## config.mk

```make
export PLATFORM = sky130hd
export DESIGN_NAME = bsa_cell
export DESIGN_NICKNAME = d
export VERILOG_FILES = /design/src/rtl/bsa_pkg.sv /design/src/rtl/bsa_cell.sv
export SDC_FILE = /design/constraint.sdc
export NUM_CORES = 1
export LEC_CHECK = 0
export BUFFER_PORTS_ARGS = -buffer_cell sky130_fd_sc_hd__buf_2
export CAP_MARGIN = 20
export CORE_ASPECT_RATIO = 1.2
export CORE_MARGIN = 2
export CORE_UTILIZATION = 28
export CTS_CLUSTER_SIZE = 40
export DETAILED_ROUTE_END_ITERATION = 8
export HOLD_SLACK_MARGIN = 0.02
export PLACE_DENSITY = 0.59
export SYNTH_ARGS = -nofsm -noshare
export SYNTH_HDL_FRONTEND = slang
export SYNTH_SLANG_ARGS = --single-unit
```

## constraint.sdc

```tcl
create_clock -name aclk -period 6.2 [get_ports aclk]
set_clock_uncertainty 0.15 [all_clocks]
set_input_delay 0.93 -clock aclk [delete_from_list [all_inputs] [get_ports aclk]]
set_output_delay 0.93 -clock aclk [all_outputs]
set_load 0.01 [all_outputs]
```

## src/rtl/bsa_pkg.sv

```systemverilog
`timescale 1ns / 1ps

package bsa_pkg;

    localparam int DEF_MAX_PROCESSES = 8;
    localparam int DEF_MAX_RESOURCES = 8;
    localparam int DEF_UNIT_BITS     = 8;

    localparam int CMD_W    = 3;
    localparam int PROC_W   = 4;
    localparam int RES_W    = 3;
    localparam int VALUE_W  = 8;
    localparam int STATUS_W = 3;
    localparam int SEQ_W    = 3;
    localparam int CFG_W    = 4;

    localparam logic [CMD_W-1:0] CMD_LOAD_ALLOC = 3'd0;
    localparam logic [CMD_W-1:0] CMD_LOAD_MAX   = 3'd1;
    localparam logic [CMD_W-1:0] CMD_LOAD_AVAIL = 3'd2;
    localparam logic [CMD_W-1:0] CMD_STAGE      = 3'd3;
    localparam logic [CMD_W-1:0] CMD_SUBMIT     = 3'd4;
    localparam logic [CMD_W-1:0] CMD_CHECK      = 3'd5;

    localparam logic [STATUS_W-1:0] ST_LOADED   = 3'd0;
    localparam logic [STATUS_W-1:0] ST_SAFE     = 3'd1;
    localparam logic [STATUS_W-1:0] ST_UNSAFE   = 3'd2;
    localparam logic [STATUS_W-1:0] ST_OVER_MAX = 3'd3;
    localparam logic [STATUS_W-1:0] ST_OVER_AV  = 3'd4;
    localparam logic [STATUS_W-1:0] ST_OVER_NEED = 3'd5;
    localparam logic [STATUS_W-1:0] ST_BAD_PROC = 3'd6;

    localparam logic REG_NUM_PROC = 1'b0;
    localparam logic REG_NUM_RES  = 1'b1;

    typedef enum logic [2:0] {
        CELL_NOP,
        CELL_WR_ALLOC,
        CELL_WR_MAX,
        CELL_ADD,
        CELL_SUB
    } cell_op_t;

    typedef struct packed {
        cell_op_t            op;
        logic [PROC_W-1:0]   proc;
        logic [RES_W-1:0]    res;
        logic [VALUE_W-1:0]  value;
    } cell_cmd_t;

endpackage

```

## src/rtl/bsa_cell.sv

```systemverilog
`timescale 1ns / 1ps

module bsa_cell #(
    parameter int MAX_RESOURCES = 8,
    parameter int UNIT_BITS     = 8,
    parameter int WORK_W        = 12,
    parameter int CNTP_W        = 4,
    parameter int CNTR_W        = 4,
    parameter int IDX           = 0
) (
    input  logic                                         aclk,
    input  logic                                         aresetn,
    input  bsa_pkg::cell_cmd_t                           cmd_i,
    input  logic [MAX_RESOURCES-1:0][UNIT_BITS-1:0]      staged_i,
    input  logic [CNTP_W-1:0]                            np_i,
    input  logic [CNTR_W-1:0]                            nr_i,
    input  logic                                         clear_done_i,
    input  logic                                         tok_valid_i,
    input  logic [MAX_RESOURCES-1:0][WORK_W-1:0]         tok_work_i,
    output logic                                         tok_valid_o,
    output logic [MAX_RESOURCES-1:0][WORK_W-1:0]         tok_work_o,
    output logic                                         fire_o,
    output logic [MAX_RESOURCES-1:0][UNIT_BITS-1:0]      alloc_row_o,
    output logic [MAX_RESOURCES-1:0][UNIT_BITS-1:0]      max_row_o
);
    import bsa_pkg::*;

    logic [MAX_RESOURCES-1:0][UNIT_BITS-1:0] alloc_reg;
    logic [MAX_RESOURCES-1:0][UNIT_BITS-1:0] max_reg;
    logic                                    done_reg;
    logic                                    tok_valid_reg;
    logic [MAX_RESOURCES-1:0][WORK_W-1:0]    tok_work_reg;

    logic [MAX_RESOURCES-1:0][WORK_W-1:0]    work_sum;
    logic [MAX_RESOURCES-1:0]                fits_r;
    logic [MAX_RESOURCES-1:0]                in_use;
    logic [UNIT_BITS:0]                      need [MAX_RESOURCES];
    logic                                    active;
    logic                                    sel;
    logic [UNIT_BITS-1:0]                    load_v;
    logic [VALUE_W+15:0]                     value_ext;

    assign active    = IDX < int'(np_i);
    assign sel       = int'(cmd_i.proc) == IDX;
    assign value_ext = {16'b0, cmd_i.value};
    assign load_v    = value_ext[UNIT_BITS-1:0];

    always_comb begin
        for (int r = 0; r < MAX_RESOURCES; r++) begin
            in_use[r]   = r < int'(nr_i);
            need[r]     = {1'b0, max_reg[r]} - {1'b0, alloc_reg[r]};
            fits_r[r]   = !in_use[r] || need[r][UNIT_BITS]
                          || (WORK_W'(need[r][UNIT_BITS-1:0]) <= tok_work_i[r]);
            work_sum[r] = in_use[r] ? tok_work_i[r] + WORK_W'(alloc_reg[r]) : tok_work_i[r];
        end
    end

    assign fire_o      = tok_valid_i && active && !done_reg && (&fits_r);
    assign tok_valid_o = tok_valid_reg;
    assign tok_work_o  = tok_work_reg;
    assign alloc_row_o = alloc_reg;
    assign max_row_o   = max_reg;

    always_ff @(posedge aclk) begin
        if (!aresetn) begin
            alloc_reg     <= '0;
            max_reg       <= '0;
            done_reg      <= 1'b0;
            tok_valid_reg <= 1'b0;
        end else begin
            tok_valid_reg <= tok_valid_i;
            if (clear_done_i) begin
                done_reg <= 1'b0;
            end else if (fire_o) begin
                done_reg <= 1'b1;
            end
            if (sel) begin
                for (int r = 0; r < MAX_RESOURCES; r++) begin
                    case (cmd_i.op)
                        CELL_WR_ALLOC: begin
                            if (int'(cmd_i.res) == r) alloc_reg[r] <= load_v;
                        end
                        CELL_WR_MAX: begin
                            if (int'(cmd_i.res) == r) max_reg[r] <= load_v;
                        end
                        CELL_ADD: begin
                            if (in_use[r]) alloc_reg[r] <= alloc_reg[r] + staged_i[r];
                        end
                        CELL_SUB: begin
                            if (in_use[r]) alloc_reg[r] <= alloc_reg[r] - staged_i[r];
                        end
                        default: begin
                        end
                    endcase
                end
            end
        end
    end

    always_ff @(posedge aclk) begin
        tok_work_reg <= fire_o ? work_sum : tok_work_i;
    end

endmodule

```

# Word level (Yosys, flattened, before mapping)
# Cells that the tools add are included.
[word_totals] reg_bits=226 output_inout_bits=226 elab_cells=201
[classes] addsub=32 n_lt_le_gt_ge=17 eq_ne=35 muxes=41 bitwise_logic=1 n_reduce_logical=49
[op_table] operator="two-way mux 8 bit" count=24
[op_table] operator="case mux 8 bit (3 select lines)" count=8
[op_table] operator="adder 12 x 8 -> 12 bit" count=8
[op_table] operator="<= comparator 8 x 12 -> 1 bit" count=8
[op_table] operator="two-way mux 12 bit" count=8
[op_table] operator="two-way mux 96 bit" count=1
[op_table] operator="subtractor 8 x 8 -> 9 bit" count=8
[op_table] operator="adder 8 bit" count=8
[op_table] operator="subtractor 8 bit" count=8
[op_table] operator="!= test 2 bit, second input constant" count=24
[op_table] operator="AND reduction 5 bit" count=8
[op_table] operator="AND reduction 3 bit" count=8
[op_table] operator="logical OR 1 bit" count=16
[op_table] operator="less-than comparator 3 x 4 -> 1 bit, first input constant" count=4
[op_table] operator="== test 3 bit, second input constant" count=5
[op_table] operator="== test 3 x 2 -> 1 bit, second input constant" count=4
[op_table] operator="less-than comparator 1 x 4 -> 1 bit, first input constant" count=3
[op_table] operator="zero test 1 bit" count=9
[op_table] operator="less-than comparator 2 x 4 -> 1 bit, first input constant" count=2
[op_table] operator="AND reduction 8 bit" count=1
[op_table] operator="== test 3 x 1 -> 1 bit, second input constant" count=2
[op_table] operator="zero test 4 bit" count=1
[op_table] operator="logical AND 1 bit" count=3
[op_table] operator="zero test 3 bit" count=1
[op_table] operator="other kinds (3)" count=3

# Longest topological paths before layout
[depth] ltp_word=7 depth_mapped=21

# Worst setup path before layout
# No wires, ideal clock.
[synth_path] path_type="register -> output" from="register alloc_reg, in the netlist alloc_row_o[57]" to="output fire_o" arrival_time_ps=3870 t_required_ps=5120 setup_slack_ps=1250 path_stages_with_launch=21 n_path_buf=2 cell_sequence="dfxtp_1 inv_1 ha_1 nor2b_1 o21ai_0 a21boi_0 o21ai_0 nand2b_1 a21o_1 a21oi_1 xnor2_1 ha_1 nand4_1 o22ai_1 or4_1 a211oi_1 nor4_2 nand4_4 buf_6 buf_2 nor2_1"
[synth_via] elab_chain_cells=5 elab_cells_between_ends=6 cone_classes="add/sub (1); order compare (1); reduce/logical (4)"
[synth_rtl] element="start, declared" line="bsa_cell.sv:28" text="logic [MAX_RESOURCES-1:0][UNIT_BITS-1:0] alloc_reg;"
[synth_rtl] element="start signal, assigned by index" line="bsa_cell.sv:87" text="if (in_use[r]) alloc_reg[r] <= alloc_reg[r] + staged_i[r];"
[synth_rtl] element="start signal, assigned by index" line="bsa_cell.sv:90" text="if (in_use[r]) alloc_reg[r] <= alloc_reg[r] - staged_i[r];"
[synth_rtl] element="subtractor 8 x 8 -> 9 bit (*)" line="bsa_cell.sv:51" text="need[r] = {1'b0, max_reg[r]} - {1'b0, alloc_reg[r]};"
[synth_rtl] element="<= comparator 8 x 12 -> 1 bit or logical OR 1 bit (tied branches)" line="bsa_cell.sv:53, bsa_cell.sv:52"
[synth_rtl] element="logical OR 1 bit (*)" line="bsa_cell.sv:53" text="|| (WORK_W'(need[r][UNIT_BITS-1:0]) <= tok_work_i[r]);"
[synth_rtl] element="AND reduction 8 bit (*)" line="bsa_cell.sv:58" text="assign fire_o = tok_valid_i && active && !done_reg && (&fits_r);"
[synth_rtl] element="logical AND 1 bit (*)" line="bsa_cell.sv:58"
[synth_rtl] element="end, declared" line="bsa_cell.sv:22" text="output logic fire_o,"
# Every way passes the cells marked *; elsewhere a longest branch is shown, timed or not.

# Worst setup path after layout
[layout_path] from="register alloc_reg, in the netlist alloc_row_o[9]" to="output fire_o"
# Same word-level chain as after synthesis.

==> results_dict.tcl <==
set metrics [dict create \
    path_clk_slew_ps 60 \
    startpoint_type "flip-flop" \
    synth_seq_cells 226 \
    finalHoldViolCount 0 \
    nNetsFinal 3078 \
    syn-cell-area_um2 18700 \
    slew_headroom 0.229 \
    grt_pass1_vias 16800 \
    synthArstFlopShare 0 \
    htree_num_levels 1 \
    worstPathRequired_ps 5120 \
    root_buffer "clkbuf_16" \
    hp-class "reg2reg" \
    hold_ws_ps 343 \
    portBuffers 415 \
    leakagePower_nw 10.7 \
    fin_crit_ps 5650 \
    grt_pass1_wl_um 102000 \
    r2r_setup_slack_ps 1030 \
    finalCritPeriodShare 0.911 \
    reg2regPathDepth 22 \
    slew_viol_final 0 \
    crit_fanout 12 \
    min_path_cells 1 \
    slowest_stage "nor4_1" \
    ys_seq_area_frac 0.242 \
    setup-tns-final_ps 0 \
    hold-path-endpoint "done_reg" \
    cpPeakStageDelay_ps 660 \
    cts_tree "built" \
    r2r-end "tok_work_o[63]" \
    cts_buffers 30 \
    switchingPower_w 0.00131 \
    setup_viol 0 \
    endpoint_kind "output pin" \
    vias 17100 \
    worstReg2RegStart "alloc_row_o[57]" \
    antenna_found_initial 12 \
    grt_overflow_total 0 \
    intPower_w 0.00283 \
    path_common_cell "a21o_1" \
    pwr-share-comb 0.230 \
    crit_chain "inv_1 > ha_1 > nor2b_1 > o21ai_0 > nand2b_1 > a21o_1 > a21o_1 > a21o_1 > a21oi_1 > xnor2_1 > ha_1 > nand4_1 > a31oi_1 > a211oi_1 > nor4_1 > nor4_2 > nand4_4 > nor2_2 > buf_2" \
    initial_core_util 0.284 \
    power_frac_seq 0.373 \
    cts_num_sinks 226 \
    wl_per_cell_um 19.6 \
    clockBufferDepth 3 \
    wl_um 68900 \
    ant_nets 0 \
    fmax_mhz 177 \
    syn_inst 2199 \
    route.detailed.drc 0 \
    ys.flop_type "dfxtp_1" \
    p_sw_frac 0.316 \
    grtUsageTotal 0.196 \
    first_iter_violations 758 \
    dieArea_um2 68800 \
    crit_type "reg2out" \
    syn_avg_cell_area_um2 8.49 \
    routed_via_density 4.85 \
    dieHeight_um 287 \
    synth_fp_nets 2669 \
    p_per_area_nw_per_um2 182 \
    rsz0062_at_grt "false" \
    area_growth_pct 21.7 \
    die_x_um 240 \
    core_area_um2 65900 \
    worstPathArrival_ps 4570 \
    place_hpwl_um 53900 \
    hold_start "done_reg" \
    tightestPinTransition_ps 1160 \
    largest_register_ffs 96 \
    yosysUniqueCellTypes 62 \
    grt_max_degree 68 \
    first_pass_iters 5 \
    drive_above_1_share 0.209 \
    place_congestion 0.881 \
    row_count 103 \
    vdd_ir_drop_max_mv 0.199 \
    io_pins 416 \
    status "complete, no violations" \
    clock_latency_ps 590 \
    synth-edff-count 0 \
    clkPwrFrac 0.397 \
    maxCapViolCount 0 \
    yosysWarnings 0 \
]
[through the flow]
stage / setup slack [ps] / cells / instance area, um2 / util / power, W
after floorplan: 1250 / 2199 / 18700 / - / 0.00217
after global placement: 911 / 3461 / 21800 / 0.330 / 0.00252
after detailed placement: 883 / 3462 / 21800 / 0.331 / 0.00253
after CTS: 221 / 3512 / 22700 / 0.344 / 0.00421
after global routing: 21.0 / 3520 / 22700 / 0.345 / 0.00436
final: 554 / 3524 / 22700 / 0.345 / 0.00414
[placed cells by master, fill, tap and decap left out, types with 7 or more instances in the layout]
cell type / instances
a211oi_1: 11
a21boi_0: 25
a21o_1: 53
a21oi_1: 191
a31oi_1: 23
buf_2: 414
buf_4: 24
clkbuf_16: 31
clkinv_2: 7
dfxtp_1: 225
fa_1: 24
ha_1: 256
inv_1: 200
mux2_2: 13
mux2i_1: 123
nand2_1: 125
nand2b_1: 27
nand3_1: 29
nand4_1: 26
nor2_1: 98
nor2b_1: 129
nor3_1: 52
nor3_4: 8
nor4_1: 19
o211a_1: 9
o211ai_1: 10
o21a_1: 26
o21ai_0: 115
o31ai_1: 14
or2_2: 16
or3_1: 10
xnor2_1: 109
xor2_1: 93
[timing repair]
item / in CTS / in global routing
setup buffers: 0 / 5
hold buffers: 0 / 0
endpoints found under the setup margin: 0 / 1
resized for setup: 0 / 2
[cells by family after synthesis]
family | count (synthesis) | share of synthesized area
AOI/OAI and AO/OA | 511 | 0.166
buffers and inverters | 264 | 0.0555
xor gates and xnor gates | 202 | 0.0948
DFF | 226 | 0.242
and+or+nand+nor | 574 | 0.165
adders and majority gates | 280 | 0.197
muxes | 142 | 0.0786
[layer usage]
layer  GRT usage  vias up  part of all wire
met5           0        -           0.00059
met4      0.0714        6             0.035
met3      0.0285      111             0.054
met2       0.345      439              0.48
met1       0.241     8023              0.43
li1            -     8513                 -
[synth_stat cells, drive strengths merged (23+ instances only)]
| master | instances | area, um2 |
|---|---|---|
| o21a | 26 | 195 |
| ha | 256 | 3200 |
| nor2b | 129 | 807 |
| nand4 | 27 | 184 |
| nand2 | 126 | 473 |
| buf | 25 | 139 |
| nor2 | 101 | 379 |
| mux2i | 123 | 1230 |
| nor4 | 23 | 169 |
| o21ai | 117 | 586 |
| dfxtp | 226 | 4520 |
| nand3 | 29 | 145 |
| a21boi | 25 | 188 |
| inv | 200 | 751 |
| fa | 24 | 480 |
| xnor2 | 109 | 955 |
| a21o | 53 | 398 |
| a21oi | 192 | 961 |
| a31oi | 24 | 165 |
| nor3 | 61 | 400 |
| nand2b | 27 | 169 |
| xor2 | 93 | 815 |
| clkbuf | 39 | 146 |
[power by group through the flow]
stage	Clock [W]	Combinational [W]	Sequential [W]
after detailed placement	0	0.000954	0.00158
after floorplan	0	0.000569	0.00160
final	0.00164	0.000953	0.00154
after CTS	0.00170	0.000959	0.00154
after global placement	0	0.000948	0.00158
after global routing	0.00175	0.00106	0.00155
[worst max-delay path: cells and delay by family, from the launching register on]
family,cells,cell delay (ps)
flops,1,490
xor+xnor,1,90
fa+ha+maj,2,590
compound gates,7,1140
simple gates,7,1390
buf+inv,2,270
[layout make-up]
type / instances / area (um2)
antenna: 6 / 15.0
clock buffer: 38 / 812
clock inverter: 12 / 73.8
fill: 6975 / 43100
inverter: 200 / 751
multi-input combinational: 1709 / 13100
sequential: 226 / 4530
tap: 892 / 1120
timing repair buffer: 441 / 2300
[worst max-delay path by stage]
| stage | startpoint | end | slack (ps) | depth (start not counted) |
|---|---|---|---|---|
| CTS | alloc_row_o[9] | fire_o | 220 | 19 |
| global route | alloc_row_o[57] | fire_o | 20 | 20 |
| floorplan | alloc_row_o[57] | fire_o | 1250 | 20 |
| global placement | alloc_row_o[57] | fire_o | 910 | 20 |
| detailed placement | alloc_row_o[9] | fire_o | 880 | 19 |
| finish | alloc_row_o[9] | fire_o | 550 | 19 |
(Power assumes the default switching activity.)
