--- src/rtl/bsa_pkg.sv ---
`timescale 1ns / 1ps

package bsa_pkg;

    localparam int DEF_MAX_PROCESSES = 8;
    localparam int DEF_MAX_RESOURCES = 8;
    localparam int DEF_UNIT_BITS     = 8;

    localparam int CMD_W    = 3;
    localparam int PROC_W   = 4;
    localparam int RES_W    = 3;
    localparam int VALUE_W  = 8;
    localparam int STATUS_W = 3;
    localparam int SEQ_W    = 3;
    localparam int CFG_W    = 4;

    localparam logic [CMD_W-1:0] CMD_LOAD_ALLOC = 3'd0;
    localparam logic [CMD_W-1:0] CMD_LOAD_MAX   = 3'd1;
    localparam logic [CMD_W-1:0] CMD_LOAD_AVAIL = 3'd2;
    localparam logic [CMD_W-1:0] CMD_STAGE      = 3'd3;
    localparam logic [CMD_W-1:0] CMD_SUBMIT     = 3'd4;
    localparam logic [CMD_W-1:0] CMD_CHECK      = 3'd5;

    localparam logic [STATUS_W-1:0] ST_LOADED   = 3'd0;
    localparam logic [STATUS_W-1:0] ST_SAFE     = 3'd1;
    localparam logic [STATUS_W-1:0] ST_UNSAFE   = 3'd2;
    localparam logic [STATUS_W-1:0] ST_OVER_MAX = 3'd3;
    localparam logic [STATUS_W-1:0] ST_OVER_AV  = 3'd4;
    localparam logic [STATUS_W-1:0] ST_OVER_NEED = 3'd5;
    localparam logic [STATUS_W-1:0] ST_BAD_PROC = 3'd6;

    localparam logic REG_NUM_PROC = 1'b0;
    localparam logic REG_NUM_RES  = 1'b1;

    typedef enum logic [2:0] {
        CELL_NOP,
        CELL_WR_ALLOC,
        CELL_WR_MAX,
        CELL_ADD,
        CELL_SUB
    } cell_op_t;

    typedef struct packed {
        cell_op_t            op;
        logic [PROC_W-1:0]   proc;
        logic [RES_W-1:0]    res;
        logic [VALUE_W-1:0]  value;
    } cell_cmd_t;

endpackage

--- src/rtl/bsa_ctrl.sv ---
`timescale 1ns / 1ps

module bsa_ctrl #(
    parameter int MAX_PROCESSES = 8,
    parameter int MAX_RESOURCES = 8,
    parameter int UNIT_BITS     = 8,
    parameter int WORK_W        = 12,
    parameter int CNTP_W        = 4,
    parameter int CNTR_W        = 4
) (
    input  logic                                                  aclk,
    input  logic                                                  aresetn,
    input  logic                                                  s_tvalid,
    output logic                                                  s_tready,
    input  logic [23:0]                                           s_tdata,
    output logic                                                  m_tvalid,
    input  logic                                                  m_tready,
    output logic [7:0]                                            m_tdata,
    output logic                                                  m_tlast,
    input  logic                                                  cfg_wr_en,
    input  logic                                                  cfg_addr,
    input  logic [bsa_pkg::CFG_W-1:0]                             cfg_wdata,
    output bsa_pkg::cell_cmd_t                                    cell_cmd_o,
    output logic [MAX_RESOURCES-1:0][UNIT_BITS-1:0]               staged_o,
    output logic [CNTP_W-1:0]                                     np_o,
    output logic [CNTR_W-1:0]                                     nr_o,
    output logic                                                  clear_done_o,
    output logic                                                  tok_valid_o,
    output logic [MAX_RESOURCES-1:0][WORK_W-1:0]                  tok_work_o,
    input  logic                                                  tok_valid_i,
    input  logic [MAX_RESOURCES-1:0][WORK_W-1:0]                  tok_work_i,
    input  logic [MAX_PROCESSES-1:0]                              fire_i,
    input  logic [MAX_PROCESSES-1:0][MAX_RESOURCES-1:0][UNIT_BITS-1:0] alloc_rows_i,
    input  logic [MAX_PROCESSES-1:0][MAX_RESOURCES-1:0][UNIT_BITS-1:0] max_rows_i
);
    import bsa_pkg::*;

    localparam int PIDX = $clog2(MAX_PROCESSES);

    typedef enum logic [6:0] {
        S_IDLE     = 7'b0000001,
        S_VERIFY   = 7'b0000010,
        S_LAUNCH   = 7'b0000100,
        S_SCAN     = 7'b0001000,
        S_ROLLBACK = 7'b0010000,
        S_EMIT     = 7'b0100000,
        S_SPARE    = 7'b1000000
    } state_t;

    state_t state_reg, state_next;

    logic [CNTP_W-1:0]                          np_reg;
    logic [CNTR_W-1:0]                          nr_reg;
    logic [MAX_RESOURCES-1:0][UNIT_BITS-1:0]    avail_reg;
    logic [MAX_RESOURCES-1:0][UNIT_BITS-1:0]    staged_reg;
    logic [PIDX-1:0]                            seq_reg [MAX_PROCESSES];
    logic [CNTP_W-1:0]                          cnt_reg;
    logic [CNTP_W-1:0]                          k_reg;
    logic                                       found_reg;
    logic [PROC_W-1:0]                          p_reg;
    logic                                       submit_reg;
    logic                                       tok_valid_reg;
    logic [MAX_RESOURCES-1:0][WORK_W-1:0]       tok_work_reg;
    logic                                       m_valid_reg;
    logic [STATUS_W-1:0]                        m_status_reg;
    logic [SEQ_W-1:0]                           m_seq_reg;
    logic                                       m_last_reg;

    logic [CMD_W-1:0]     in_cmd;
    logic [PROC_W-1:0]    in_proc;
    logic [RES_W-1:0]     in_res;
    logic [VALUE_W-1:0]   in_value;
    logic [VALUE_W+15:0]  value_ext;
    logic [UNIT_BITS-1:0] in_v;
    logic                 accept;
    logic                 out_free;
    logic                 p_ok;
    logic                 r_ok;
    logic                 fire_any;
    logic [PIDX-1:0]      fire_idx;
    logic [PIDX-1:0]      p_idx;
    logic [STATUS_W-1:0]  verify_status;
    logic                 verify_fail;
    logic [UNIT_BITS:0]   need_v;
    logic                 emit_last;
    logic [CNTP_W-1:0]    np_clamp;
    logic [CNTR_W-1:0]    nr_clamp;

    assign in_cmd    = s_tdata[2:0];
    assign in_proc   = s_tdata[6:3];
    assign in_res    = s_tdata[9:7];
    assign in_value  = s_tdata[17:10];
    assign value_ext = {16'b0, in_value};
    assign in_v      = value_ext[UNIT_BITS-1:0];

    assign out_free  = !m_valid_reg || m_tready;
    assign s_tready  = (state_reg == S_IDLE) && out_free;
    assign accept    = s_tvalid && s_tready;
    assign p_ok      = int'(in_proc) < int'(np_reg);
    assign r_ok      = int'(in_res) < MAX_RESOURCES;
    assign p_idx     = PIDX'(p_reg);
    assign emit_last = CNTP_W'(k_reg + 1'b1) == np_reg;

    assign m_tvalid  = m_valid_reg;
    assign m_tdata   = {2'b0, m_seq_reg, m_status_reg};
    assign m_tlast   = m_last_reg;

    assign staged_o     = staged_reg;
    assign np_o         = np_reg;
    assign nr_o         = nr_reg;
    assign tok_valid_o  = tok_valid_reg;
    assign tok_work_o   = tok_work_reg;
    assign clear_done_o = state_reg == S_LAUNCH;

    always_comb begin
        if (cfg_wdata == '0) begin
            np_clamp = CNTP_W'(1);
            nr_clamp = CNTR_W'(1);
        end else begin
            np_clamp = (int'(cfg_wdata) > MAX_PROCESSES) ? CNTP_W'(MAX_PROCESSES)
                                                           : CNTP_W'(cfg_wdata);
            nr_clamp = (int'(cfg_wdata) > MAX_RESOURCES) ? CNTR_W'(MAX_RESOURCES)
                                                           : CNTR_W'(cfg_wdata);
        end
    end

    always_comb begin
        fire_any = |fire_i;
        fire_idx = '0;
        for (int i = 0; i < MAX_PROCESSES; i++) begin
            if (fire_i[i]) fire_idx = PIDX'(i);
        end
    end

    // first failing resource in index order wins
    always_comb begin
        verify_fail   = 1'b0;
        verify_status = ST_OVER_MAX;
        need_v        = '0;
        for (int r = MAX_RESOURCES - 1; r >= 0; r--) begin
            if (r < int'(nr_reg)) begin
                need_v = {1'b0, max_rows_i[p_idx][r]} - {1'b0, alloc_rows_i[p_idx][r]};
                if (max_rows_i[p_idx][r] < staged_reg[r]) begin
                    verify_fail   = 1'b1;
                    verify_status = ST_OVER_MAX;
                end else if (avail_reg[r] < staged_reg[r]) begin
                    verify_fail   = 1'b1;
                    verify_status = ST_OVER_AV;
                end else if (need_v[UNIT_BITS]
                             || (staged_reg[r] > need_v[UNIT_BITS-1:0])) begin
                    verify_fail   = 1'b1;
                    verify_status = ST_OVER_NEED;
                end
            end
        end
    end

    always_comb begin
        cell_cmd_o.op    = CELL_NOP;
        cell_cmd_o.proc  = in_proc;
        cell_cmd_o.res   = in_res;
        cell_cmd_o.value = in_value;
        unique case (state_reg)
            S_IDLE: begin
                if (accept && p_ok && r_ok) begin
                    if (in_cmd == CMD_LOAD_ALLOC) cell_cmd_o.op = CELL_WR_ALLOC;
                    else if (in_cmd == CMD_LOAD_MAX) cell_cmd_o.op = CELL_WR_MAX;
                end
            end
            S_VERIFY: begin
                cell_cmd_o.proc = p_reg;
                if (!verify_fail) cell_cmd_o.op = CELL_ADD;
            end
            S_ROLLBACK: begin
                cell_cmd_o.proc = p_reg;
                cell_cmd_o.op   = CELL_SUB;
            end
            default: begin
            end
        endcase
    end

    always_comb begin
        state_next = state_reg;
        unique case (state_reg)
            S_IDLE: begin
                if (accept) begin
                    if (in_cmd == CMD_SUBMIT && p_ok) state_next = S_VERIFY;
                    else if (in_cmd == CMD_CHECK) state_next = S_LAUNCH;
                end
            end
            S_VERIFY: state_next = verify_fail ? S_IDLE : S_LAUNCH;
            S_LAUNCH: state_next = S_SCAN;
            S_SCAN: begin
                if (tok_valid_i) begin
                    if (cnt_reg == np_reg) state_next = S_EMIT;
                    else if (!found_reg) state_next = submit_reg ? S_ROLLBACK : S_IDLE;
                end
            end
            S_ROLLBACK: state_next = S_IDLE;
            S_EMIT: begin
                if (out_free && emit_last) state_next = S_IDLE;
            end
            default: state_next = S_IDLE;
        endcase
    end

    always_ff @(posedge aclk) begin
        if (!aresetn) begin
            state_reg     <= S_IDLE;
            np_reg        <= CNTP_W'(1);
            nr_reg        <= CNTR_W'(1);
            avail_reg     <= '0;
            staged_reg    <= '0;
            tok_valid_reg <= 1'b0;
            m_valid_reg   <= 1'b0;
            cnt_reg       <= '0;
            k_reg         <= '0;
            found_reg     <= 1'b0;
            submit_reg    <= 1'b0;
        end else begin
            state_reg     <= state_next;
            tok_valid_reg <= 1'b0;
            if (m_tready) m_valid_reg <= 1'b0;
            if (cfg_wr_en) begin
                if (cfg_addr == REG_NUM_PROC) np_reg <= np_clamp;
                else nr_reg <= nr_clamp;
            end
            unique case (state_reg)
                S_IDLE: begin
                    if (accept) begin
                        p_reg      <= in_proc;
                        submit_reg <= in_cmd == CMD_SUBMIT;
                        m_seq_reg  <= '0;
                        m_last_reg <= 1'b1;
                        case (in_cmd)
                            CMD_LOAD_ALLOC, CMD_LOAD_MAX: begin
                                m_valid_reg  <= 1'b1;
                                m_status_reg <= p_ok ? ST_LOADED : ST_BAD_PROC;
                            end
                            CMD_LOAD_AVAIL: begin
                                if (r_ok) avail_reg[RES_W'(in_res)] <= in_v;
                                m_valid_reg  <= 1'b1;
                                m_status_reg <= ST_LOADED;
                            end
                            CMD_STAGE: begin
                                if (r_ok) staged_reg[RES_W'(in_res)] <= in_v;
                                m_valid_reg  <= 1'b1;
                                m_status_reg <= ST_LOADED;
                            end
                            CMD_SUBMIT: begin
                                if (!p_ok) begin
                                    m_valid_reg  <= 1'b1;
                                    m_status_reg <= ST_BAD_PROC;
                                end
                            end
                            CMD_CHECK: begin
                            end
                            default: begin
                                m_valid_reg  <= 1'b1;
                                m_status_reg <= ST_UNSAFE;
                            end
                        endcase
                    end
                end
                S_VERIFY: begin
                    if (verify_fail) begin
                        m_valid_reg  <= 1'b1;
                        m_status_reg <= verify_status;
                        m_seq_reg    <= '0;
                        m_last_reg   <= 1'b1;
                    end else begin
                        for (int r = 0; r < MAX_RESOURCES; r++) begin
                            if (r < int'(nr_reg)) avail_reg[r] <= avail_reg[r] - staged_reg[r];
                        end
                    end
                end
                S_LAUNCH: begin
                    tok_valid_reg <= 1'b1;
                    cnt_reg       <= '0;
                    found_reg     <= 1'b0;
                    k_reg         <= '0;
                    for (int r = 0; r < MAX_RESOURCES; r++) begin
                        tok_work_reg[r] <= WORK_W'(avail_reg[r]);
                    end
                end
                S_SCAN: begin
                    if (fire_any) begin
                        seq_reg[cnt_reg[PIDX-1:0]] <= fire_idx;
                        cnt_reg   <= cnt_reg + 1'b1;
                        found_reg <= 1'b1;
                    end
                    if (tok_valid_i && cnt_reg != np_reg) begin
                        if (found_reg) begin
                            tok_valid_reg <= 1'b1;
                            tok_work_reg  <= tok_work_i;
                            found_reg     <= 1'b0;
                        end else if (!submit_reg) begin
                            m_valid_reg  <= 1'b1;
                            m_status_reg <= ST_UNSAFE;
                            m_seq_reg    <= '0;
                            m_last_reg   <= 1'b1;
                        end
                    end
                end
                S_ROLLBACK: begin
                    for (int r = 0; r < MAX_RESOURCES; r++) begin
                        if (r < int'(nr_reg)) avail_reg[r] <= avail_reg[r] + staged_reg[r];
                    end
                    m_valid_reg  <= 1'b1;
                    m_status_reg <= ST_UNSAFE;
                    m_seq_reg    <= '0;
                    m_last_reg   <= 1'b1;
                end
                S_EMIT: begin
                    if (out_free) begin
                        m_valid_reg  <= 1'b1;
                        m_status_reg <= ST_SAFE;
                        m_seq_reg    <= SEQ_W'(seq_reg[k_reg[PIDX-1:0]]);
                        m_last_reg   <= emit_last;
                        k_reg        <= k_reg + 1'b1;
                    end
                end
                default: begin
                end
            endcase
        end
    end

endmodule

--- config.mk ---
export PLATFORM = sky130hd
export DESIGN_NAME = bsa_ctrl
export DESIGN_NICKNAME = d
export VERILOG_FILES = /design/src/rtl/bsa_pkg.sv /design/src/rtl/bsa_ctrl.sv
export SDC_FILE = /design/constraint.sdc
export NUM_CORES = 1
export LEC_CHECK = 0
export BUFFER_PORTS_ARGS = -buffer_cell sky130_fd_sc_hd__buf_4
export CAP_MARGIN = 40
export CORE_AREA = 4 4 522 524
export DETAILED_ROUTE_END_ITERATION = 12
export DIE_AREA = 0 0 526 528
export GPL_TIMING_DRIVEN = 0
export PLACE_DENSITY_LB_ADDON = 0.15
export SLEW_MARGIN = 20
export SYNTH_ARGS = -nofsm -noshare
export SYNTH_HDL_FRONTEND = slang
export SYNTH_SLANG_ARGS = --single-unit
export TNS_END_PERCENT = 20
--- constraint.sdc ---
create_clock -name aclk -period 20.5 [get_ports aclk]
set_input_delay 1.025 -clock aclk [delete_from_list [all_inputs] [get_ports aclk]]
set_output_delay 1.025 -clock aclk [all_outputs]
set_load 0.02 [all_outputs]
# After elaboration in Yosys (flattened, before gate mapping)
# Memories as Yosys holds them, arrays and structs flattened. A register that Yosys moved wholly into a read port is not among the register bits.
# Cells that the tools add are included.
[word_totals] wordCells=365 mem_bits_rw=24 latch_bits=0 mem_count=1 out_inout_bits=199 in_bits=1163 ff_bits=262 mem_bits_ro=0
[memory_table] memory="seq_reg" depth=8 width=3 rd=1 rd_clocked_by_memory_dff=1 wr=1 line_no="bsa_ctrl.sv:56" source="logic [PIDX-1:0] seq_reg [MAX_PROCESSES];"
[op_classes] mul=0 bitwise=1 div=0 reduce_logical=46 n_lt_le_gt_ge=37 muxes=171 n_eq_ne=46 addsub=26 n_shift=0
[op_table] cell="64-bit binary-select mux with 3-bit select" n=2
[op_table] cell="64-bit 2-to-1 mux" n=5
[op_table] cell="96-bit 2-to-1 mux" n=2
[op_table] cell="64-bit one-hot mux with 3 select lines" n=1
[op_table] cell="96-bit one-hot mux with 2 select lines" n=1
[op_table] cell="3-bit 2-to-1 mux" n=56
[op_table] cell="8-bit 2-to-1 mux" n=17
[op_table] cell="64-bit bitwise mux" n=2
[op_table] cell="8-bit < comparator" n=16
[op_table] cell="8-bit by 8-bit subtractor with 9-bit output" n=8
[op_table] cell="8-bit adder" n=8
[op_table] cell="8-bit greater-than comparator" n=8
[op_table] cell="8-bit subtractor" n=8
[op_table] cell="1-bit 2-to-1 mux" n=56
[op_table] cell="2-bit != test (second input constant)" n=28
[op_table] cell="7-bit 2-to-1 mux" n=7
[op_table] cell="6-bit AND reduction" n=8
[op_table] cell="7-bit one-hot mux with 5 select lines" n=1
[op_table] cell="3-bit one-hot mux with 5 select lines" n=2
[op_table] cell="8-bit demux with 3-bit select" n=1
[op_table] cell="4-bit 2-to-1 mux" n=5
[op_table] cell="3-bit by 4-bit < comparator with 1-bit output (first input constant)" n=4
[op_table] cell="4-bit one-hot mux with 2 select lines" n=2
[op_table] cell="3-bit one-hot mux with 4 select lines" n=1
[op_table] cell="43 further kinds" n=78

# Longest topological paths before layout
# Gate-level depths: netlist of run 1.
[logic_depth] word_depth=39 ltp_mapped=28 ltp_nobuf=22

# Least setup slack after synthesis of run 1
# Ideal clock, no wire load.
[synth_path] path_kind="register to output" startpoint="register p_reg[0]" endpoint="output cell_cmd_o[15] in the netlist's numbering" n_path_buf=6 slack_ps=13274 stages_incl_launch_ff=27 arrival_time_ps=6201 cell_sequence="edfxtp_1 > buf_6 > buf_8 > buf_4 > clkbuf_1 > buf_1 > mux4_2 > mux2_2 > ha_1 > a21oi_1 > o21ai_0 > a21o_1 > a21o_1 > a21o_1 > a21oi_1 > xor2_1 > ha_1 > a21oi_1 > o21ai_0 > o21ai_0 > or3b_2 > nor3_1 > o2111ai_1 > nor3_2 > buf_2 > and3_1 > a41o_1"
[synth_lines] element="start, declared" line_no="bsa_ctrl.sv:60" source="logic [PROC_W-1:0] p_reg;"
[synth_lines] element="start signal, assigned" line_no="bsa_ctrl.sv:232" source="p_reg <= in_proc;"
[synth_lines] element="end, declared" line_no="bsa_ctrl.sv:23" source="output bsa_pkg::cell_cmd_t cell_cmd_o,"

==> results_dict.tcl, run 1 <==
set metrics [dict create \
    status "complete, no violations" \
    ir_drop_v 0.00004276 \
    ys_seq_area_frac 0.2329 \
    hold_ws_ps 483.8 \
    place_congestion 0.9500 \
    leakage_uw 0.02003 \
    placed_cell_area_um2 46180 \
    post_cts_buffers 0 \
    stdcell_area_um2 47540 \
    cts_tree "done" \
    die_w_um 526 \
    startpoint_type "flop" \
    syn_to_final_growth_pct 56.46 \
    clock.fmax_mhz 99.08 \
    largest_reg_flops 96 \
    io_pins 1362 \
    htree_levels 2 \
    row_count 190 \
    numClockSinks 288 \
    finalCritPeriodShare 0.4923 \
    cts_buffers 36 \
    grt_pass1_wl_um 342200 \
    p_total_uw 2471 \
    hold_viol 0 \
    drcViolationCount 0 \
    layout-drive-gt1-share 0.4206 \
    cp_common_cell "a21o_1" \
    die_area_um2 277700 \
    crit_required_ps 19480 \
    setup_viol 0 \
    die_h_um 528 \
    max_slew_margin 0.3052 \
    core_area_um2 267400 \
    clk_latency_ps 620 \
    fin_util 0.1778 \
    num_vias 32990 \
    overflow 0 \
    ys_types 91 \
    cts.reportedPaths.clkPinSlew_ps 70 \
    slowest_delay_ps 670 \
    wl_um 268200 \
    crit_type "reg2out" \
    fin_crit_ps 10090 \
    hold_path.class "reg2reg" \
    synth_seq_cells 288 \
    p_clk_frac 0.285 \
    critPathSlowestCell "a211oi_4" \
    maxCapViolCount 0 \
    cts_root_buf "clkbuf_16" \
    ant_nets 0 \
    combinationalPowerShare 0.467 \
    grtUsageTotal 0.1844 \
    grt_max_degree 19 \
    drtIter0Drc 2010 \
    yosysWarnings 0 \
    end_kind "primary output" \
    p_per_area_nw_per_um2 51.98 \
    synth_edf_count 131 \
    place_hpwl_um 242200 \
    port_buffers 1349 \
    drt-pass1-iter-count 5 \
    path_max_fanout 12 \
    initial_core_util 0.1136 \
    maxSlewViolCount 0 \
    antenna_found_initial 78 \
    fin_skew_ps 26.90 \
    switching_share 0.3850 \
    p_int_uw 1520 \
    rsz0062_at_grt "false" \
    synthArstFlopShare 0 \
    cts_resized 0 \
    vias_per_cell 4.012 \
    netlist_area_um2 30390 \
    crit_arrival_ps 9070 \
    grt_pass1_vias 33510 \
    fin_setup_tns_ps 0 \
    wl_per_cell_um 32.62 \
    tightestPinTransition_ps 1029 \
    holdBufCountCts 0 \
    fin_nets 6109 \
    syn_avg_cell_area_um2 9.721 \
    switching_power_uw 951.4 \
    syn-instance-count 3126 \
    power_frac_seq 0.248 \
    synthFlopType "dfxtp_1" \
    clock_path_buffers 3 \
]
layout by cell type (no fill, tap or decap), types with 30 or more instances in the layout:
| master | instances |
|---|---|
| nor3_1 | 38 |
| mux2_2 | 70 |
| ha_1 | 309 |
| xnor2_1 | 30 |
| edfxtp_1 | 131 |
| diode_2 | 30 |
| clkbuf_1 | 114 |
| clkbuf_16 | 37 |
| o21a_1 | 40 |
| and2_1 | 36 |
| nor2_1 | 285 |
| a221oi_1 | 86 |
| mux4_2 | 260 |
| a21oi_1 | 199 |
| dfxtp_1 | 157 |
| inv_1 | 188 |
| nand3_1 | 66 |
| mux2i_1 | 103 |
| a21o_1 | 64 |
| buf_4 | 1384 |
| nand2_1 | 300 |
| buf_6 | 52 |
| o21ai_0 | 140 |
worst paths after layout:
| kind | start | end | slack (ps) | cells after the start |
|---|---|---|---|---|
| max | p_reg[0] | cell_cmd_o[15] | 10410 | 27 |
| min reg2reg | submit_reg | state_reg[4] | 480 | 2 |
| max reg2reg | p_reg[0] | m_status_reg[1] | 11610 | 27 |
| min | submit_reg | state_reg[4] | 480 | 2 |
power by group through the flow:
stage	Combinational (µW)	Sequential, µW	Clock (µW)
2_1_floorplan	591	628	0
6_report	1150	614	705
4_1_cts	1180	614	733
3_5_place_dp	1180	626	0
3_3_place_gp	1150	627	0
5_1_grt	1260	614	744
routing by layer:
| metal | global-route usage | part of all wire | up-vias |
|---|---|---|---|
| met4 | 0.05218 | 0.033 | 8 |
| met5 | 0 | 0.00013 | - |
| met3 | 0.02034 | 0.041 | 257 |
| met1 | 0.2326 | 0.42 | 16400 |
| li1 | - | - | 14970 |
| met2 | 0.3301 | 0.50 | 1361 |
worst max-delay path: cells and delay by family, from the launching register on:
kind	cells	cell delay [ps]
AO/OA/AOI/OAI	9	2520
XOR/XNOR	1	110
adder cells (fa/ha/maj)	2	740
buffers and inverters	8	2080
flip-flops	1	340
multiplexers	2	1160
AND/OR/NAND/NOR	5	1360
cell usage after synthesis, drive strengths merged, types with 8 or more instances:
library cell	count	area [µm²]
nand2b	24	150.1
a221oi	89	798.3
nor2	285	1070
dfxtp	157	3143
o221ai	17	166.4
xor2	24	210.2
o31ai	20	150.1
and3	16	100.1
clkbuf	125	470.5
o211ai	14	105.1
buf	70	387.9
o21bai	20	150.1
o21ai	142	710.7
a31oi	15	93.84
or2	12	75.07
inv	189	709.4
xnor2	30	262.8
fa	24	480.5
nand2	300	1126
nand4	17	151.4
ha	309	3866
o21a	40	300.3
o221a	12	135.1
a211o	8	70.07
a21o	64	480.5
edfxtp	131	3934
mux2	70	788.3
mux4	261	5882
o22ai	16	100.1
a21oi	201	1010
mux2i	106	1061
nor3	40	210.2
and2	36	225.2
nand3	68	350.3
a221o	21	210.2
nor2b	26	162.7
a211oi	15	125.1
final cells by class:
type,instances,area [µm²]
inverters,189,709.4
plain buffers,195,889.6
repair buffers,1448,11330
well taps,3552,4444
fillers,30130,219900
multi-input cells,2455,21790
flip-flops and latches,288,7077
clock inverters,23,265.3
clock buffers,43,960.9
diodes,30,75.07
per-stage QoR:
stage | cells | setup slack, ps
2_1_floorplan | 3127 | 13270
3_3_place_gp | 8028 | 8249
6_report | 8223 | 10410
3_5_place_dp | 8120 | 10820
4_1_cts | 8186 | 10110
5_1_grt | 8213 | 9828
kinds of logic after synthesis:
kind of cell	after synthesis	share of synthesized area
AO/OA/AOI/OAI	767	0.1733
XOR/XNOR	54	0.01556
buffers and inverters	384	0.05159
AND/OR/NAND/NOR	862	0.1290
flip-flops	288	0.2329
multiplexers	437	0.2544
other	1	0.0001234
adder cells (fa/ha/maj)	333	0.1430
Note: power is estimated with default switching activity, not from simulation.
==> run 2, diff against run 1 <==
- ABC_AREA: default -> 1
- CORE_AREA: 4 4 522 524 -> 4 4 536 538
- DIE_AREA: 0 0 526 528 -> 0 0 540 542
- clock period: 20.5 -> 8.8 ns (I/O delays scaled with it)
==> run 2 against run 1 <==
Net effect:
- core utilization down 0.66 points
- clock skew rose by 5.4 ps
- worst setup slack got worse by 10000 ps
- non-clock buffer count grew 118
- largest power group unchanged
==> results_dict.tcl, run 2 <==
set metrics [dict create \
    synthMostInstantiatedCell "nor2_1" \
    fin_crit_ps 8507 \
    numClockSinks 288 \
    grt_pass1_wl_um 398100 \
    grt_pass1_vias 41330 \
    slowest_delay_ps 630 \
    rr_worst_depth 31 \
    reg2reg_from "p_reg[1]" \
    p_per_area_nw_per_um2 158.1 \
    clk_latency_ps 600 \
    maxCapViolCount 0 \
    syn-instance-count 4748 \
    drcViolationCount 0 \
    io_pins 1362 \
    synth_area_leaders "o21ai_0 13%, nor2_1 13%, edfxtp_1 13%" \
    num_vias 41010 \
    grtUsageTotal 0.2007 \
    core_area_um2 282000 \
    ys_types 58 \
    vias_per_cell 4.077 \
    initial_core_util 0.1086 \
    maxSlewViolCount 0 \
    fin_setup_tns_ps 0 \
    layout-drive-gt1-share 0.2730 \
    die_h_um 542 \
    leakage_uw 0.02135 \
    ir_drop_v 0.00009657 \
    drt-pass1-iter-count 6 \
    setup_viol 0 \
    largest_reg_flops 96 \
    final_common_cell "buf_4" \
    startpoint_type "flop" \
    ys_seq_area_frac 0.2310 \
    row_count 195 \
    port_buffers 1351 \
    fin_nets 7755 \
    path_max_fanout 10 \
    place_hpwl_um 275400 \
    yosysTopAreaCell "o21ai_0" \
    rsz0062_at_grt "false" \
    tightestPinTransition_ps 1115 \
    drtIter0Drc 3321 \
    fin_util 0.1712 \
    synthFlopType "dfxtp_1" \
    worstHoldStart "s_tdata[6]" \
    yosysWarnings 0 \
    syn_to_final_growth_pct 57.64 \
    crit_required_ps 8360 \
    grt_max_degree 45 \
    holdPathStages 1 \
    antenna_found_initial 97 \
    synth_top_area_frac 0.1317 \
    end_kind "primary output" \
    htree_levels 2 \
    netlist_area_um2 30630 \
    place_congestion 0.9495 \
    fin_skew_ps 32.30 \
    final_cell_mix "1,401 x buf_4, 1,064 x nor2_1, 779 x o21ai_0" \
    die_w_um 540 \
    hold_viol 0 \
    synth_common_cells "1,064 x nor2_1, 806 x o21ai_0, 536 x nand2_1, 428 x inv_1, 309 x ha_1" \
    r2r_end "avail_reg[4]" \
    cts_tree "done" \
    finalCritPeriodShare 0.9667 \
    max_slew_margin 0.2517 \
    status "complete, no violations" \
    wl_per_cell_um 30.69 \
    ant_nets 0 \
    syn_avg_cell_area_um2 6.451 \
    clock_path_buffers 3 \
    cts.reportedPaths.clkPinSlew_ps 70 \
    synthArstFlopShare 0 \
    cts_buffers 36 \
    min_to "p_reg[3]" \
    synth_edf_count 131 \
    cts_root_buf "clkbuf_16" \
    r2r_setup_slack_ps 490 \
    wl_um 308800 \
    crit_arrival_ps 8070 \
    synth_seq_cells 288 \
    die_area_um2 292700 \
    clock.fmax_mhz 117.5 \
    hold_path.class "in2reg" \
    critPathSlowestCell "edfxtp_1" \
    overflow 0 \
    crit_type "reg2out" \
]
-- run 2: cell count changes in the layout (fill, tap and decap cells not counted), sizes merged, moves of 110 or more --
cell    delta
o22ai    +120
nor2     +784
clkbuf   +110
inv      +247
mux4     -261
nand2    +240
o21ai    +701
-- run 2: logic make-up after synthesis --
family	after synthesis	synth area share
xor gates and xnor gates	59	0.01687
muxes	2	0.0006536
other	1	0.0001224
and+or+nand+nor	1826	0.2403
AOI/OAI and AO/OA	1511	0.2751
adders and majority gates	333	0.1419
buffers and inverters	728	0.09400
DFF	288	0.2310
-- run 2: critical path: cells and delay by family, from the launching register on --
family                   cells  cell delay, ps
flip-flops                   1             630
AND/OR/NAND/NOR              8             840
AO/OA/AOI/OAI               12            2790
adder cells (fa/ha/maj)      2             640
XOR/XNOR                     1             180
buffers and inverters        6            2290
-- run 2: repair_timing --
| item | in CTS | in global routing |
|---|---|---|
| hold buffers | 0 | 0 |
| setup buffers | 2 | 0 |
| gates resized for setup | 16 | 22 |
| setup endpoints to repair | 74 | 9 |
-- run 2: per-layer routing --
metal  GRT usage  vias to the layer above  share of wire
met1      0.2445                    19750           0.42
met5           0                        -        0.00055
li1            -                    19310              -
met4     0.06201                       26          0.033
met2      0.3568                     1638           0.49
met3     0.03576                      287          0.053
-- run 2: worst max-delay path by stage --
stage,end,from,slack [ps]
after detailed placement,avail_reg[60],p_reg[0],-360
after global routing,cell_cmd_o[16],p_reg[0],20
after CTS,cell_cmd_o[16],p_reg[0],110
final,cell_cmd_o[16],p_reg[1],290
after floorplan,avail_reg[22],p_reg[0],3570
after global placement,avail_reg[60],p_reg[0],-2320
-- run 2: final cells by class --
| type | count | area, µm² |
|---|---|---|
| clock inverter | 21 | 211.5 |
| tap | 3743 | 4683 |
| fill | 32890 | 233800 |
| sequential | 288 | 7077 |
| timing repair buffer | 1472 | 11380 |
| inverter | 439 | 1650 |
| clock buffer | 44 | 1015 |
| antenna | 30 | 75.07 |
| buffer | 289 | 1321 |
| multi-input combinational | 3733 | 20870 |
-- run 2: stage by stage --
| step | total power, µW | instance area, µm² | instances | hold slack [ps] | setup WS (ps) |
|---|---|---|---|---|---|
| 2_1_floorplan | 3741 | 30630 | 4749 | 455.8 | 3565 |
| 3_3_place_gp | 5910 | 45460 | 9843 | 467.9 | -2319 |
| 3_5_place_dp | 6097 | 46870 | 9960 | 476.8 | -358.9 |
| 4_1_cts | 7807 | 48150 | 10030 | 62.19 | 111.9 |
| 5_1_grt | 8233 | 48270 | 10050 | 90.82 | 18.98 |
| 6_report | 7635 | 48280 | 10060 | 114.5 | 292.8 |
-- run 2: power breakdown --
group,internal [µW],leakage [µW],switching [µW]
Clock,918,0.000605,721
Sequential,1440,0.00243,45.2
Combinational,1580,0.0183,2930
Total,3940,0.0213,3690
==> run 3, diff against run 2 <==
- CTS_BUF_LIST: default -> sky130_fd_sc_hd__clkbuf_16
==> run 3 against run 2 <==
Net effect:
- clock skew down 1.9 ps
- largest power group unchanged
- global-route usage about the same
- maximum frequency is essentially flat
- critical path type unchanged
==> results_dict.tcl, run 3 (synthesis results as in run 2) <==
set metrics [dict create \
    end_kind "primary output" \
    hold_viol 0 \
    globalRouteMet2Util 0.3569 \
    final_cell_mix "1,401 x buf_4, 1,064 x nor2_1, 779 x o21ai_0" \
    slowest_delay_ps 630 \
    fin_crit_ps 8514 \
    die_h_um 542 \
    ant_nets 0 \
    fin_ws_ps 286.5 \
    crit_arrival_ps 8070 \
    num_vias 41050 \
    initial_core_util 0.1086 \
    vias_per_cell 4.080 \
    cts_root_buf "clkbuf_16" \
    final_common_cell "buf_4" \
    busiest_layer "met2" \
    maxSlewViolCount 0 \
    clock.fmax_mhz 117.5 \
    fin_nets 7755 \
    power_frac_seq 0.195 \
    critPathCapture "cell_cmd_o[16]" \
    path_max_fanout 10 \
    ir_drop_v 0.00009704 \
    wl_per_cell_um 30.70 \
    syn_to_final_growth_pct 57.59 \
    setup_viol 0 \
    core_area_um2 282000 \
    p_int_uw 3919 \
    grtUsageTotal 0.2008 \
    rsz0062_at_grt "false" \
    leakage_uw 0.02135 \
    grt_pass1_wl_um 398100 \
    port_buffers 1351 \
    switching_power_uw 3698 \
    largest_reg_flops 96 \
    cts_tree "done" \
    die_area_um2 292700 \
    wl_um 308900 \
    status "complete, no violations" \
    place_hpwl_um 275400 \
    drt-pass1-iter-count 6 \
    row_count 195 \
    startpoint "p_reg[1]" \
    grt_pass1_vias 41330 \
    max_slew_margin 0.2590 \
    p_total_uw 7618 \
    final_cells 10060 \
    use_met3 0.03576 \
    startpoint_type "flop" \
    numClockSinks 288 \
    critPathSlowestCell "edfxtp_1" \
    switching_share 0.4855 \
    crit_type "reg2out" \
    grt_max_degree 45 \
    combinationalPowerShare 0.592 \
    finalCritPeriodShare 0.9674 \
    reg2reg_from "p_reg[1]" \
    fin_setup_tns_ps 0 \
    hold_ws_ps 111.8 \
    cts.reportedPaths.clkPinSlew_ps 70 \
    maxCapViolCount 0 \
    rr_worst_depth 31 \
    antenna_found_initial 97 \
    io_pins 1362 \
    clk_latency_ps 600 \
    drtIter0Drc 3269 \
    holdBufCountCts 0 \
    clock_path_buffers 3 \
    place_congestion 0.9495 \
    drcViolationCount 0 \
    die_w_um 540 \
    pre_cts_ws_ps -358.9 \
    cts_buffers 36 \
    use_met1 0.2444 \
    overflow 0 \
    hold_path.class "in2reg" \
    r2r_end "avail_reg[4]" \
    crit_required_ps 8360 \
    htree_levels 2 \
    r2r_setup_slack_ps 480 \
    placed_cells 9960 \
    layout-drive-gt1-share 0.2727 \
    fin_skew_ps 30.45 \
    p_clk_frac 0.213 \
    p_per_area_nw_per_um2 157.8 \
    tightestPinTransition_ps 1104 \
]
run 3: cell count changes in the layout (fill, tap and decap cells not counted), sizes merged:
cell	before	now
inv	442	445
clkbuf	282	277
clkinv	12	14
diode	30	32
run 3: routing by layer:
metal | routed length (µm) | vias up
met1 | 129100 | 19810
met2 | 152700 | 1624
met4 | 10280 | 26
met3 | 16670 | 285
met5 | 168 | -
li1 | - | 19310
run 3: per-stage QoR:
step	area (µm²)	util
after floorplan	30630	-
final	48270	0.1711
after global placement	45460	0.1612
after global routing	48250	0.1711
after CTS	48130	0.1707
after detailed placement	46870	0.1662
run 3: worst min path at each step:
stage	start	endpoint	depth (start not counted)
6_report	s_tdata[6]	p_reg[3]	1
5_1_grt	s_tdata[6]	p_reg[3]	1
4_1_cts	s_tdata[6]	p_reg[3]	1
3_5_place_dp	k_reg[3]	k_reg[3]	2
3_3_place_gp	k_reg[3]	k_reg[3]	2
2_1_floorplan	avail_reg[24]	avail_reg[24]	2
run 3: worst max-delay path: cells and delay by family, from the launching register on:
family                     cells  cell delay, ps
AOI/OAI and AO/OA             12            2800
buffers and inverters          6            2300
and+or+nand+nor                8             840
adders and majority gates      2             640
DFF                            1             630
xor gates and xnor gates       1             180
run 3: timing repair:
action                                  4_1_cts  5_1_grt
resized for setup                            16       22
endpoints found under the setup margin       74        9
buffers inserted                              2        0
cloned                                        0        0
hold endpoints to repair                      0        0
run 3: power groups by stage:
stage / clock, µW / combinational [µW] / sequential (µW)
final: 1620 / 4510 / 1490
after global routing: 1720 / 5000 / 1490
after CTS: 1700 / 4600 / 1490
after detailed placement: 0 / 4580 / 1520
after global placement: 0 / 4390 / 1520
after floorplan: 0 / 2210 / 1530
run 3: layout make-up:
cell class / instances / area, µm²
plain buffers: 289 / 1321
clock buffers: 39 / 975.9
repair buffers: 1472 / 11380
multi-input cells: 3733 / 20870
diodes: 32 / 80.08
flip-flops and latches: 288 / 7077
fillers: 32890 / 233800
well taps: 3743 / 4683
inverters: 439 / 1650
clock inverters: 26 / 230.2
